$ cat config.mk
export PLATFORM = sky130hd
export DESIGN_NAME = particle_grid_binning
export DESIGN_NICKNAME = d
export VERILOG_FILES = /design/src/sv/pgb_pkg.sv /design/src/sv/particle_grid_binning.sv /design/src/sv/pgb_ram.sv /design/src/sv/pgb_front.sv /design/src/sv/pgb_queue.sv /design/src/sv/pgb_back.sv
export SDC_FILE = /design/constraint.sdc
export NUM_CORES = 2
export LEC_CHECK = 0
export ABC_AREA = 1
export BUFFER_PORTS_ARGS = -buffer_cell sky130_fd_sc_hd__buf_2
export CAP_MARGIN = 40
export CORE_UTILIZATION = 58
export CTS_BUF_LIST = sky130_fd_sc_hd__clkbuf_8
export DETAILED_ROUTE_END_ITERATION = 6
export PLACE_DENSITY = 0.74
export SYNTH_ARGS = -nofsm -noshare
export SYNTH_HDL_FRONTEND = slang
export SYNTH_SLANG_ARGS = --single-unit
$ cat constraint.sdc
create_clock -name aclk -period 13.9 [get_ports aclk]
set_input_delay 2.085 -clock aclk [delete_from_list [all_inputs] [get_ports aclk]]
set_output_delay 2.085 -clock aclk [all_outputs]
set_load 0.05 [all_outputs]
$ cat src/sv/pgb_pkg.sv
// ----------------------------------------------------------------------------
// pgb_pkg
// Shared sizes, codes, types and helper functions of the particle grid binner.
// ----------------------------------------------------------------------------
`default_nettype none

package pgb_pkg;

    // Grid and coordinate sizes
    localparam int ROWS       = 9;
    localparam int COLS       = 16;
    localparam int COORD_BITS = 16;
    localparam int FRAC_BITS  = COORD_BITS - 2;

    // Offset sum, product with cells_per_unit, integer part of the product
    localparam int CPU_W  = 8;
    localparam int SUM_W  = COORD_BITS + 1;
    localparam int PROD_W = SUM_W + CPU_W + 1;
    localparam int IDX_W  = PROD_W - FRAC_BITS;

    // Field widths of items
    localparam int ROW_W    = 4;
    localparam int COL_W    = 4;
    localparam int LEVELS_W = 5;
    localparam int BRIGHT_W = 8;

    // Count store
    localparam int CELLS  = ROWS * COLS;
    localparam int ADDR_W = $clog2(CELLS);
    localparam int CNT_W  = 4;

    // Command queue between front and back
    localparam int Q_DEPTH = 4;
    localparam int Q_PTR_W = $clog2(Q_DEPTH);
    localparam int Q_CNT_W = $clog2(Q_DEPTH + 1);

    // Brightness scaling: count*255 times a rounded-up reciprocal of the cap
    localparam int NUM_W       = CNT_W + 8;
    localparam int RECIP_SHIFT = 20;
    localparam int RECIP_W     = RECIP_SHIFT + 1;
    localparam int SCALED_W    = NUM_W + RECIP_W;

    // Port widths
    localparam int S_TDATA_W  = 40;
    localparam int M_TDATA_W  = 16;
    localparam int CFG_IDX_W  = 2;
    localparam int CFG_DATA_W = 16;

    // Configuration register indexes
    typedef enum logic [CFG_IDX_W-1:0] {
        REG_X_OFFSET       = 2'd0,
        REG_Y_OFFSET       = 2'd1,
        REG_CELLS_PER_UNIT = 2'd2,
        REG_LEVELS         = 2'd3
    } cfg_reg_t;

    // Request kinds carried on tuser
    typedef enum logic {
        REQ_PARTICLE = 1'b0,
        REQ_READOUT  = 1'b1
    } req_t;

    // Back-end sequencer states
    typedef enum logic [2:0] {
        B_IDLE,
        B_INC_RD,
        B_INC_WR,
        B_RO_RD,
        B_RO_EMIT
    } back_state_t;

    typedef struct packed {
        logic signed [COORD_BITS-1:0] x_offset;
        logic signed [COORD_BITS-1:0] y_offset;
        logic [CPU_W-1:0]             cells_per_unit;
        logic [LEVELS_W-1:0]          levels;
    } cfg_t;

    // One queued command: increment a cell, or read out a row from column 0
    typedef struct packed {
        req_t             kind;
        logic [ROW_W-1:0] row;
        logic [COL_W-1:0] col;
    } cmd_t;

    // Saturation cap: levels clamped to 2..16, minus one
    function automatic logic [CNT_W-1:0] level_cap(input logic [LEVELS_W-1:0] lv);
        logic [LEVELS_W-1:0] lm;
        lm = lv - LEVELS_W'(1);
        if (lv < LEVELS_W'(2)) begin
            return CNT_W'(1);
        end else if (lv > LEVELS_W'(16)) begin
            return CNT_W'(15);
        end
        return lm[CNT_W-1:0];
    endfunction

    // ceil(2^20 / d); exact quotient for numerators below 2^12
    function automatic logic [RECIP_W-1:0] pgb_recip(input logic [CNT_W-1:0] d);
        logic [RECIP_W-1:0] r;
        unique case (d)
            4'd1:    r = 21'd1048576;
            4'd2:    r = 21'd524288;
            4'd3:    r = 21'd349526;
            4'd4:    r = 21'd262144;
            4'd5:    r = 21'd209716;
            4'd6:    r = 21'd174763;
            4'd7:    r = 21'd149797;
            4'd8:    r = 21'd131072;
            4'd9:    r = 21'd116509;
            4'd10:   r = 21'd104858;
            4'd11:   r = 21'd95326;
            4'd12:   r = 21'd87382;
            4'd13:   r = 21'd80660;
            4'd14:   r = 21'd74899;
            4'd15:   r = 21'd69906;
            default: r = '0;
        endcase
        return r;
    endfunction

    // Flat store address of a cell
    function automatic logic [ADDR_W-1:0] cell_addr(input logic [ROW_W-1:0] row,
                                                    input logic [COL_W-1:0] col);
        return ADDR_W'(int'(row) * COLS + int'(col));
    endfunction

endpackage

`default_nettype wire

$ cat src/sv/particle_grid_binning.sv
// Flow: an item is offset, then scaled, in registered stages, enters the queue, and the back end
//   pops it when idle; a particle's cell is then read from the store and its count written back.
// Back end: a particle takes a pop, a store read and a store write before the next pop;
//   a row readout takes the pop, then one store read and one item per column, waiting on output stalls.
// Reset (aresetn low, synchronous) restores the register defaults, empties the pipeline
//   and queue and marks every cell as zero at once; no clearing pass is needed.
// ----------------------------------------------------------------------------
// particle_grid_binning
// Bins 2-D particle positions into a grid of saturating counts and reads a
// row out as brightness values, clearing it.
// ----------------------------------------------------------------------------
`default_nettype none

module particle_grid_binning import pgb_pkg::*; (
    input  wire logic                  aclk,
    input  wire logic                  aresetn,
    input  wire logic                  s_tvalid,
    output logic                       s_tready,
    input  wire logic [S_TDATA_W-1:0]  s_tdata,  // [15:0] x_pos, [31:16] y_pos, [35:32] row_sel
    input  wire logic                  s_tuser,  // [0] req_type
    output logic                       m_tvalid,
    input  wire logic                  m_tready,
    output logic [M_TDATA_W-1:0]       m_tdata,  // [3:0] out_row, [7:4] out_col, [15:8] brightness
    output logic                       m_tlast,
    input  wire logic                  cfg_wr_en,
    input  wire logic [CFG_IDX_W-1:0]  cfg_index,
    input  wire logic [CFG_DATA_W-1:0] cfg_data
);

    cfg_t cfg_reg, cfg_next;
    logic q_push, q_ready, q_pop, q_valid;
    cmd_t push_cmd, head_cmd;

    // Register writes
    always_comb begin
        cfg_next = cfg_reg;
        if (cfg_wr_en) begin
            unique case (cfg_reg_t'(cfg_index))
                REG_X_OFFSET:       cfg_next.x_offset       = cfg_data;
                REG_Y_OFFSET:       cfg_next.y_offset       = cfg_data;
                REG_CELLS_PER_UNIT: cfg_next.cells_per_unit = cfg_data[CPU_W-1:0];
                REG_LEVELS:         cfg_next.levels         = cfg_data[LEVELS_W-1:0];
                default:            cfg_next = cfg_reg;
            endcase
        end
    end

    always_ff @(posedge aclk) begin
        if (!aresetn) begin
            cfg_reg.x_offset       <= 16'sd13107;
            cfg_reg.y_offset       <= '0;
            cfg_reg.cells_per_unit <= CPU_W'(10);
            cfg_reg.levels         <= LEVELS_W'(2);
        end else begin
            cfg_reg <= cfg_next;
        end
    end

    pgb_front u_front (
        .aclk       (aclk),
        .aresetn    (aresetn),
        .cfg        (cfg_reg),
        .in_valid   (s_tvalid),
        .in_ready   (s_tready),
        .in_type    (req_t'(s_tuser)),
        .in_x       (s_tdata[COORD_BITS-1:0]),
        .in_y       (s_tdata[2*COORD_BITS-1:COORD_BITS]),
        .in_row_sel (s_tdata[2*COORD_BITS +: ROW_W]),
        .q_push     (q_push),
        .q_cmd      (push_cmd),
        .q_ready    (q_ready)
    );

    pgb_queue u_queue (
        .aclk       (aclk),
        .aresetn    (aresetn),
        .push       (q_push),
        .push_cmd   (push_cmd),
        .push_ready (q_ready),
        .pop        (q_pop),
        .head_valid (q_valid),
        .head_cmd   (head_cmd)
    );

    pgb_back u_back (
        .aclk     (aclk),
        .aresetn  (aresetn),
        .cfg      (cfg_reg),
        .q_valid  (q_valid),
        .q_cmd    (head_cmd),
        .q_pop    (q_pop),
        .m_tvalid (m_tvalid),
        .m_tready (m_tready),
        .m_tdata  (m_tdata),
        .m_tlast  (m_tlast)
    );

endmodule

`default_nettype wire

$ cat src/sv/pgb_ram.sv
// ----------------------------------------------------------------------------
// pgb_ram
// Generic single-write, single-read RAM with registered read data.
// ----------------------------------------------------------------------------
`default_nettype none

module pgb_ram #(
    parameter int WIDTH = 4,
    parameter int DEPTH = 144
) (
    input  wire logic                     aclk,
    input  wire logic                     we,
    input  wire logic [$clog2(DEPTH)-1:0] waddr,
    input  wire logic [WIDTH-1:0]         wdata,
    input  wire logic                     re,
    input  wire logic [$clog2(DEPTH)-1:0] raddr,
    output logic      [WIDTH-1:0]         rdata
);

    logic [WIDTH-1:0] mem [DEPTH];

    // Write port
    always_ff @(posedge aclk) begin
        if (we) begin
            mem[waddr] <= wdata;
        end
    end

    // Registered read port, holds while not enabled
    always_ff @(posedge aclk) begin
        if (re) begin
            rdata <= mem[raddr];
        end
    end

endmodule

`default_nettype wire

$ cat src/sv/pgb_front.sv
// ----------------------------------------------------------------------------
// pgb_front
// Accepts request items, offsets and scales coordinates, classifies each
// item and pushes in-grid increments and valid row readouts to the queue.
// ----------------------------------------------------------------------------
`default_nettype none

module pgb_front import pgb_pkg::*; (
    input  wire logic                  aclk,
    input  wire logic                  aresetn,
    input  wire cfg_t                  cfg,
    input  wire logic                  in_valid,
    output logic                       in_ready,
    input  wire req_t                  in_type,
    input  wire logic [COORD_BITS-1:0] in_x,
    input  wire logic [COORD_BITS-1:0] in_y,
    input  wire logic [ROW_W-1:0]      in_row_sel,
    output logic                       q_push,
    output cmd_t                       q_cmd,
    input  wire logic                  q_ready
);

    logic                     s1_valid_reg, s1_valid_next;
    req_t                     s1_type_reg;
    logic [ROW_W-1:0]         s1_row_sel_reg;
    logic signed [SUM_W-1:0]  s1_xsum_reg, s1_ysum_reg;

    logic                     s2_valid_reg, s2_valid_next;
    req_t                     s2_type_reg;
    logic [ROW_W-1:0]         s2_row_sel_reg;
    logic signed [PROD_W-1:0] s2_xprod_reg, s2_yprod_reg;

    logic                     x_in, y_in, need_push, s2_free, s1_free;
    logic signed [CPU_W:0]    cpu_s;

    assign cpu_s = $signed({1'b0, cfg.cells_per_unit});

    // Classify the scaled item
    always_comb begin
        x_in = !s2_xprod_reg[PROD_W-1] &&
               (s2_xprod_reg[PROD_W-1:FRAC_BITS] < IDX_W'(COLS));
        y_in = !s2_yprod_reg[PROD_W-1] &&
               (s2_yprod_reg[PROD_W-1:FRAC_BITS] < IDX_W'(ROWS));
        if (s2_type_reg == REQ_READOUT) begin
            need_push = int'(s2_row_sel_reg) < ROWS;
        end else begin
            need_push = x_in && y_in;
        end
        q_cmd.kind = s2_type_reg;
        if (s2_type_reg == REQ_READOUT) begin
            q_cmd.row = s2_row_sel_reg;
            q_cmd.col = '0;
        end else begin
            q_cmd.row = s2_yprod_reg[FRAC_BITS +: ROW_W];
            q_cmd.col = s2_xprod_reg[FRAC_BITS +: COL_W];
        end
    end

    // Stage handshakes: drop items that need no push
    assign q_push        = s2_valid_reg && need_push && q_ready;
    assign s2_free       = !s2_valid_reg || !need_push || q_ready;
    assign s1_free       = !s1_valid_reg || s2_free;
    assign in_ready      = s1_free;
    assign s1_valid_next = s1_free ? in_valid : s1_valid_reg;
    assign s2_valid_next = s2_free ? s1_valid_reg : s2_valid_reg;

    always_ff @(posedge aclk) begin
        if (!aresetn) begin
            s1_valid_reg <= 1'b0;
            s2_valid_reg <= 1'b0;
        end else begin
            s1_valid_reg <= s1_valid_next;
            s2_valid_reg <= s2_valid_next;
        end
    end

    // Stage 1: add offsets
    always_ff @(posedge aclk) begin
        if (s1_free) begin
            s1_type_reg    <= in_type;
            s1_row_sel_reg <= in_row_sel;
            s1_xsum_reg    <= $signed({in_x[COORD_BITS-1], in_x}) +
                              $signed({cfg.x_offset[COORD_BITS-1], cfg.x_offset});
            s1_ysum_reg    <= $signed({in_y[COORD_BITS-1], in_y}) +
                              $signed({cfg.y_offset[COORD_BITS-1], cfg.y_offset});
        end
    end

    // Stage 2: scale by cells per unit
    always_ff @(posedge aclk) begin
        if (s2_free) begin
            s2_type_reg    <= s1_type_reg;
            s2_row_sel_reg <= s1_row_sel_reg;
            s2_xprod_reg   <= s1_xsum_reg * cpu_s;
            s2_yprod_reg   <= s1_ysum_reg * cpu_s;
        end
    end

endmodule

`default_nettype wire

$ cat src/sv/pgb_queue.sv
// ----------------------------------------------------------------------------
// pgb_queue
// Small command queue that decouples the front end from the back end.
// ----------------------------------------------------------------------------
`default_nettype none

module pgb_queue import pgb_pkg::*; (
    input  wire logic aclk,
    input  wire logic aresetn,
    input  wire logic push,
    input  wire cmd_t push_cmd,
    output logic      push_ready,
    input  wire logic pop,
    output logic      head_valid,
    output cmd_t      head_cmd
);

    cmd_t                entry_reg [Q_DEPTH];
    logic [Q_PTR_W-1:0]  wr_ptr_reg, wr_ptr_next;
    logic [Q_PTR_W-1:0]  rd_ptr_reg, rd_ptr_next;
    logic [Q_CNT_W-1:0]  count_reg, count_next;

    assign push_ready = count_reg != Q_CNT_W'(Q_DEPTH);
    assign head_valid = count_reg != '0;
    assign head_cmd   = entry_reg[rd_ptr_reg];

    // Advance pointers and fill count
    always_comb begin
        wr_ptr_next = wr_ptr_reg;
        rd_ptr_next = rd_ptr_reg;
        count_next  = count_reg;
        if (push) begin
            wr_ptr_next = wr_ptr_reg + Q_PTR_W'(1);
        end
        if (pop) begin
            rd_ptr_next = rd_ptr_reg + Q_PTR_W'(1);
        end
        if (push && !pop) begin
            count_next = count_reg + Q_CNT_W'(1);
        end else if (pop && !push) begin
            count_next = count_reg - Q_CNT_W'(1);
        end
    end

    always_ff @(posedge aclk) begin
        if (!aresetn) begin
            wr_ptr_reg <= '0;
            rd_ptr_reg <= '0;
            count_reg  <= '0;
        end else begin
            wr_ptr_reg <= wr_ptr_next;
            rd_ptr_reg <= rd_ptr_next;
            count_reg  <= count_next;
        end
    end

    always_ff @(posedge aclk) begin
        if (push) begin
            entry_reg[wr_ptr_reg] <= push_cmd;
        end
    end

endmodule

`default_nettype wire

$ cat src/sv/pgb_back.sv
// ----------------------------------------------------------------------------
// pgb_back
// Executes queued commands on the count store: read-modify-write increments
// and row readouts that emit scaled brightness items and clear the row.
// ----------------------------------------------------------------------------
`default_nettype none

module pgb_back import pgb_pkg::*; (
    input  wire logic                 aclk,
    input  wire logic                 aresetn,
    input  wire cfg_t                 cfg,
    input  wire logic                 q_valid,
    input  wire cmd_t                 q_cmd,
    output logic                      q_pop,
    output logic                      m_tvalid,
    input  wire logic                 m_tready,
    output logic [M_TDATA_W-1:0]      m_tdata,
    output logic                      m_tlast
);

    back_state_t          state_reg, state_next;
    cmd_t                 cmd_reg, cmd_next;
    logic [ADDR_W-1:0]    addr_reg, addr_next;
    logic [COL_W-1:0]     col_reg, col_next;
    logic [CELLS-1:0]     vld_reg, vld_next;

    logic                 m_valid_reg, m_valid_next;
    logic [ROW_W-1:0]     m_row_reg, m_row_next;
    logic [COL_W-1:0]     m_col_reg, m_col_next;
    logic [BRIGHT_W-1:0]  m_bright_reg, m_bright_next;
    logic                 m_last_reg, m_last_next;
    logic                 m_load;

    logic                 ram_we, ram_re;
    logic [CNT_W-1:0]     ram_wdata, ram_rdata;

    logic [CNT_W-1:0]     cap, cnt_raw, cnt_clamp;
    logic [NUM_W-1:0]     num;
    logic [SCALED_W-1:0]  scaled;
    logic                 out_free, at_last_col;

    pgb_ram #(
        .WIDTH (CNT_W),
        .DEPTH (CELLS)
    ) u_store (
        .aclk  (aclk),
        .we    (ram_we),
        .waddr (addr_reg),
        .wdata (ram_wdata),
        .re    (ram_re),
        .raddr (addr_reg),
        .rdata (ram_rdata)
    );

    // Count of the addressed cell, scaled to brightness
    always_comb begin
        cap       = level_cap(cfg.levels);
        cnt_raw   = vld_reg[addr_reg] ? ram_rdata : '0;
        cnt_clamp = (cnt_raw > cap) ? cap : cnt_raw;
        num       = (NUM_W'(cnt_clamp) << 8) - NUM_W'(cnt_clamp);
        scaled    = SCALED_W'(num) * SCALED_W'(pgb_recip(cap));
    end

    assign out_free    = !m_valid_reg || m_tready;
    assign at_last_col = col_reg == COL_W'(COLS - 1);

    // Sequencer
    always_comb begin
        state_next    = state_reg;
        cmd_next      = cmd_reg;
        addr_next     = addr_reg;
        col_next      = col_reg;
        vld_next      = vld_reg;
        q_pop         = 1'b0;
        ram_we        = 1'b0;
        ram_re        = 1'b0;
        ram_wdata     = cnt_raw + CNT_W'(1);
        m_load        = 1'b0;
        m_valid_next  = m_valid_reg && !m_tready;
        m_row_next    = cmd_reg.row;
        m_col_next    = col_reg;
        m_bright_next = scaled[RECIP_SHIFT +: BRIGHT_W];
        m_last_next   = at_last_col;
        unique case (state_reg)
            B_IDLE: begin
                if (q_valid) begin
                    q_pop      = 1'b1;
                    cmd_next   = q_cmd;
                    addr_next  = cell_addr(q_cmd.row, q_cmd.col);
                    col_next   = '0;
                    state_next = (q_cmd.kind == REQ_PARTICLE) ? B_INC_RD : B_RO_RD;
                end
            end
            B_INC_RD: begin
                ram_re     = 1'b1;
                state_next = B_INC_WR;
            end
            B_INC_WR: begin
                // Saturate at the cap; never-written cells count as zero
                if (cnt_raw < cap) begin
                    ram_we             = 1'b1;
                    vld_next[addr_reg] = 1'b1;
                end
                state_next = B_IDLE;
            end
            B_RO_RD: begin
                ram_re     = 1'b1;
                state_next = B_RO_EMIT;
            end
            B_RO_EMIT: begin
                // Emit one cell item and clear the cell
                if (out_free) begin
                    m_load             = 1'b1;
                    m_valid_next       = 1'b1;
                    vld_next[addr_reg] = 1'b0;
                    if (at_last_col) begin
                        state_next = B_IDLE;
                    end else begin
                        addr_next  = addr_reg + ADDR_W'(1);
                        col_next   = col_reg + COL_W'(1);
                        state_next = B_RO_RD;
                    end
                end
            end
            default: begin
                state_next = B_IDLE;
            end
        endcase
    end

    always_ff @(posedge aclk) begin
        if (!aresetn) begin
            state_reg   <= B_IDLE;
            vld_reg     <= '0;
            m_valid_reg <= 1'b0;
        end else begin
            state_reg   <= state_next;
            vld_reg     <= vld_next;
            m_valid_reg <= m_valid_next;
        end
    end

    // Payload registers
    always_ff @(posedge aclk) begin
        cmd_reg  <= cmd_next;
        addr_reg <= addr_next;
        col_reg  <= col_next;
        if (m_load) begin
            m_row_reg    <= m_row_next;
            m_col_reg    <= m_col_next;
            m_bright_reg <= m_bright_next;
            m_last_reg   <= m_last_next;
        end
    end

    // Output fields: [3:0] out_row, [7:4] out_col, [15:8] brightness
    assign m_tvalid = m_valid_reg;
    assign m_tdata  = {m_bright_reg, m_col_reg, m_row_reg};
    assign m_tlast  = m_last_reg;

    a_we_only_in_inc: assert property (@(posedge aclk) disable iff (!aresetn)
        ram_we |-> state_reg == B_INC_WR)
        else $error("store written outside increment write");

    a_last_on_final_col: assert property (@(posedge aclk) disable iff (!aresetn)
        (m_valid_reg && m_last_reg) |-> m_col_reg == COL_W'(COLS - 1))
        else $error("last flag on a column other than the final one");

    a_emit_follows_read: assert property (@(posedge aclk) disable iff (!aresetn)
        state_reg == B_RO_EMIT |->
            ($past(state_reg) == B_RO_RD || $past(state_reg) == B_RO_EMIT))
        else $error("readout emit without a preceding store read");

endmodule

`default_nettype wire

# Word-level counts from Yosys, hierarchy flattened
# Memories as Yosys holds them, arrays and structs flattened. A register that Yosys moved wholly into a read port is not among the register bits.
# Cells that the tools add are included.
# Widths: inputs -> output; s select.
[totals]
word_cells = 153
inputBits = 64
mem_bits_ro = 336
ramBits = 612
ff_bits = 331
memories = 3
output_inout_bits = 19
[mem_list]
columns = ["name", "words", "width", "read_ports", "rd_ports_with_merged_regs", "wr", "line_no", "rtl"]
rows = [
  ["u_back.u_store.mem", 144, 4, 1, 1, 1, "pgb_ram.sv:20", "logic [WIDTH-1:0] mem [DEPTH];"],
  ["(name not given)", 16, 21, 1, 0, 0, "pgb_pkg.sv:101", "unique case (d)"],
  ["u_queue.entry_reg", 4, 9, 1, 1, 1, "pgb_queue.sv:18", "cmd_t entry_reg [Q_DEPTH];"],
]
[classes]
n_eq_ne = 13
n_reduce_logical = 37
multipliers = 3
muxes = 46
n_addsub = 12
order_cmp = 9
bitwise_logic = 3
[op_table]
columns = ["cell", "n"]
rows = [
  ["$mux 144", 2],
  ["$pmux 144 s2", 1],
  ["$and 144x144->144", 1],
  ["$not 144->144", 1],
  ["$or 144x144->144", 1],
  ["$mul 17x9->26", 2],
  ["$add 16x16->17", 2],
  ["$mux 4", 8],
  ["$mux 8", 4],
  ["$mul 12x21->28", 1],
  ["$mux 1", 18],
  ["$pmux 8 s2", 1],
  ["$lt 12x4->1 const B", 1],
  ["$lt 12x5->1 const B", 1],
  ["$mux 3", 4],
  ["$pmux 3 s4", 1],
  ["$reduce_and 2->1", 6],
  ["$sub 12x4->12", 1],
  ["$logic_and 1x1->1", 9],
  ["$logic_not 1->1", 9],
  ["$lt 8x9->1 const B", 1],
  ["$add 4x1->4 const B", 2],
  ["$add 8x1->8 const B", 1],
  ["$add 8x4->8", 1],
  ["other kinds (31)", 44],
]

# Longest topological paths before layout
[logic_depth]
word_depth = 10
mapped_depth = 60

# Cells and area by module
# A second synthesis with hierarchy kept.
[unflattened]
hier_cells = 6681
hier_area_um2 = 58519.9
[by_module_without_submodules]
columns = ["mod", "seq_area_each_um2", "n_inst", "area_per_inst_um2", "cells_each"]
rows = [
  ["pgb_ram", 17416.7, 1, 24048.1, 2086],
  ["pgb_back", 3953.8, 1, 16753.6, 2356],
  ["pgb_front", 2082.0, 1, 13964.6, 1825],
  ["pgb_queue", 1261.2, 1, 1883.1, 144],
  ["particle_grid_binning", 900.9, 1, 1870.5, 270],
]

# Worst setup path before layout
# OpenSTA, ideal clock, no wires.
[synth_timing]
path_type = "reg2reg"
startpoint = "reg u_back.addr_reg[0]"
endpoint = "reg u_back.m_bright_reg[4], data pin"
n_path_buf = 5
slack_ps = 3954
t_arrival_ps = 9684
required_time_ps = 13638
setup_time_ps = 262
synth_period_minus_slack_ps = 9946
stages_incl_launch_ff = 50
path_cell_list = "edfxtp_1 > buf_6 > buf_6 > buf_6 > o21ai_1 > o21ai_1 > nand2_1 > nand2_1 > nor2_1 > nor2_1 > nor2_1 > nand2_1 > nand2_1 > nand3_4 > nand2_1 > ha_1 > nand2_1 > inv_1 > [... 14 more ...] > inv_1 > fa_1 > fa_1 > inv_1 > fa_1 > inv_1 > fa_1 > inv_1 > ha_1 > nand2_1 > nor2_1 > nand2_1 > nor2_1 > a2111oi_0 > nor2_1 > a211oi_1 > o21ai_1 > xor2_1"
[synth_via]
elab_chain_len = 7
[synth_rtl]
columns = ["item", "line_no", "rtl"]
rows = [
  ["start: declaration", "pgb_back.sv:23", "logic [ADDR_W-1:0] addr_reg, addr_next;"],
  ["start signal: assignment", "pgb_back.sv:146", "addr_reg <= addr_next;"],
  ["$bmux 1 s8 *", "pgb_back.sv:58", "cnt_raw = vld_reg[addr_reg] ? ram_rdata : '0;"],
  ["$mux 1 (implied by the code) *", "pgb_back.sv:58", ""],
  ["$mux 4 *", "pgb_back.sv:58", ""],
  ["$gt 4x4->1", "pgb_back.sv:59", "cnt_clamp = (cnt_raw > cap) ? cap : cnt_raw;"],
  ["$mux 4 *", "pgb_back.sv:59", ""],
  ["$sub 12x4->12 *", "pgb_back.sv:60", "num = (NUM_W'(cnt_clamp) << 8) - NUM_W'(cnt_clamp);"],
  ["$mul 12x21->28 *", "pgb_back.sv:61", "scaled = SCALED_W'(num) * SCALED_W'(pgb_recip(cap));"],
  ["named net u_back.scaled[24]", "pgb_back.sv:39", "logic [SCALED_W-1:0] scaled;"],
  ["end signal: assignment", "pgb_back.sv:151", "m_bright_reg <= m_bright_next;"],
  ["end: declaration", "pgb_back.sv:30", "logic [BRIGHT_W-1:0] m_bright_reg, m_bright_next;"],
]
# The timed path passes the listed nets; every way through them passes the cells marked *. The select of a mux whose other input is x is not followed.
# A chain may end at the register's enable or synchronous reset.

# Worst setup path after layout
[layout_timing]
startpoint = "reg u_back.addr_reg[0]"
endpoint = "reg u_back.m_bright_reg[7], data pin"
# Same word-level chain as after synthesis.

==> flow_metrics.env <==
export IMPL_outcome="finished clean"
export IMPL_fin_skew_ns=0.0503
export IMPL_drive_above_1_share=0.0695
export IMPL_ys_top_cells_by_count="inv_1, nand2_1, nor2_1"
export IMPL_cts_htree_levels=4
export IMPL_grt_antenna_before_repair=2
export IMPL_path_class="flip-flop to flip-flop"
export IMPL_nNetsFinal=6548
export IMPL_core_area_um2=93900
export IMPL_grt_max_degree=198
export IMPL_gr_total_overflow=0
export IMPL_grt_pass1_wl_um=222000
export IMPL_yosysTopAreaCell="edfxtp_1"
export IMPL_relSlewSlack=0.297
export IMPL_cpMostUsedCell="nand2_1"
export IMPL_cp_required_ns=14.50
export IMPL_r2r_start="u_back.addr_reg[0]$_DFFE_PP_"
export IMPL_yosys_cell_count_top_type="inv_1"
export IMPL_hold_depth=0
export IMPL_area_delta_synth_final_pct=8.09
export IMPL_ys_seq_elements=921
export IMPL_clock_sinks=921
export IMPL_hold_path_end="u_front.s2_row_sel_reg[2]$_DFFE_PP_"
export IMPL_route_detailed_drc=0
export IMPL_cap_violations=0
export IMPL_cp_max_fo=147
export IMPL_fmax_mhz=88.5
export IMPL_synth_edf_count=717
export IMPL_crit_family="simple AND/OR/NAND/NOR gates"
export IMPL_fin_crit_ns=11.30
export IMPL_die_h_um=311
export IMPL_cts_setup_buffers=0
export IMPL_clock_path_buffers=3
export IMPL_wl_per_cell_um=19.4
export IMPL_seq_area_frac_synth=0.464
export IMPL_hold_viol=0
export IMPL_postSynthCellCount=5866
export IMPL_routed_top_layer="met4"
export IMPL_cts_resized=0
export IMPL_yosys_warnings=0
export IMPL_final_max_slew_viol_count=0
export IMPL_met3WireLength_um=15500
export IMPL_insertion_delay_ns=0.87
export IMPL_synth_top_cell_area_share=0.390
export IMPL_netlist_area_um2=55200
export IMPL_ys_types=54
export IMPL_clk_pin_slew_ns=0.06
export IMPL_hold_class="flip-flop to flip-flop"
export IMPL_cpPeakStageDelay_ns=0.65
export IMPL_place_gp_congestion=0.942
export IMPL_drt_vias_per_instance=5.78
export IMPL_critPathLaunch="u_back.addr_reg[0]$_DFFE_PP_"
export IMPL_drt_iter0_markers=5072
export IMPL_r2r_end="u_back.m_bright_reg[7]$_DFFE_PP_"
export IMPL_cp_start_kind="flip-flop"
export IMPL_place_hpwl_um=93100
export IMPL_track_usage=0.294
export IMPL_syn_num_nets=6526
export IMPL_synth_main_ff_cell="edfxtp_1"
export IMPL_wl_met2_um=65800
export IMPL_synth_area_top_cells="edfxtp_1, fa_1, dfxtp_1"
export IMPL_cts_buffers=150
export IMPL_cpMaxStageDelayCell="ha_1"
export IMPL_vias=42000
export IMPL_portBuffers=78
export IMPL_die_w_um=311
export IMPL_hold_path_startpoint="u_front.s1_row_sel_reg[2]$_DFFE_PP_"
export IMPL_grt_pass1_vias=40800
export IMPL_routed_wl_um=141000
export IMPL_worst_r2r_cell_count=54
export IMPL_cts_tree="done"
export IMPL_start_util=0.588
export IMPL_ant_nets=0
export IMPL_fin_setup_tns_ns=0
export IMPL_ios=83
export IMPL_cp_data_arrival_time_ns=11.91
export IMPL_setup_viol=0
export IMPL_min_period_over_period=0.813
export IMPL_fp_row_count=112
export IMPL_dieArea_um2=96500
export IMPL_ff2ff_setup_slack_ns=2.60
export IMPL_rsz0062_at_grt="no"
export IMPL_drt_met1_wl_um=53800
export IMPL_holdBufCountCts=0
export IMPL_endpoint_kind="flip-flop"
export IMPL_synthArstFlopShare=0
export IMPL_worstMarginPinSlew_ns=1.05
export IMPL_worst_path_buf_inv=13
export IMPL_drt_first_pass_iters=7
export IMPL_avgSynthCellArea_um2=9.42
export IMPL_root_buffer="clkbuf_8"
## metrics by stage
stage,utilization,hold slack (ns),instances,area (µm²),worst slack (ns)
6_report,0.636,0.400,7267,59700,2.60
5_1_grt,0.636,0.410,7267,59700,1.93
4_1_cts,0.636,0.410,7261,59700,2.79
3_5_place_dp,0.604,0.405,6986,56800,2.80
3_3_place_gp,0.603,0.403,6973,56600,2.94
2_1_floorplan,-,0.400,5866,55200,3.95
## cells by family (layout without fill, tap and decap cells)
kind of cell / after synthesis / after routing / synth area share
buf+inv: 1257 / 1402 / 0.0882
flops: 921 / 921 / 0.464
fa+ha+maj: 596 / 596 / 0.189
simple gates: 2088 / 2088 / 0.154
other cells: 0 / 2 / 0
xor+xnor: 78 / 78 / 0.0124
compound gates: 926 / 926 / 0.0931
## how the worst max path moves through the flow
stage | end | cells past startpoint
CTS | u_back.m_bright_reg[7]$_DFFE_PP_ | 55
finish | u_back.m_bright_reg[7]$_DFFE_PP_ | 54
detailed placement | u_back.m_bright_reg[7]$_DFFE_PP_ | 54
floorplan | u_back.m_bright_reg[4]$_DFFE_PP_ | 49
global route | u_back.m_bright_reg[7]$_DFFE_PP_ | 54
global placement | u_back.m_bright_reg[7]$_DFFE_PP_ | 54
## layout make-up
class	count	area, µm²
multi-input combinational	3688	24800
clock buffer	164	2260
timing repair buffer	167	1130
antenna	2	5.00
sequential	921	25600
inverter	960	3620
clock inverter	111	673
tap	1254	1570
fill	7602	34200
## layout by cell type, fill, tap and decap left out, drive strengths merged, types with 60 or more instances in the layout
cell and instances:
edfxtp 717, nand2 876, fa 398, nand3 229, o21ai 426, nor3 131
buf 167, inv 1004, dfxtp 204, a21oi 241, nor2 816, clkinv 60
ha 198, o22ai 157, clkbuf 164
## metal layers
| layer | vias up | track usage |
|---|---|---|
| met5 | - | 0 |
| met4 | 0 | 0.127 |
| met3 | 434 | 0.0607 |
| met2 | 2323 | 0.474 |
| met1 | 20100 | 0.387 |
| li1 | 19200 | - |
## worst register-to-register path, delay by kind of cell, from the launching register on
family	cells	cell delay (ns)
buf+inv	13	2.34
fa+ha+maj	8	3.99
simple gates	33	4.35
flops	1	0.35
Power is not shown: default switching activity piles up to over one toggle a cycle in this logic, so the estimate is an artifact.
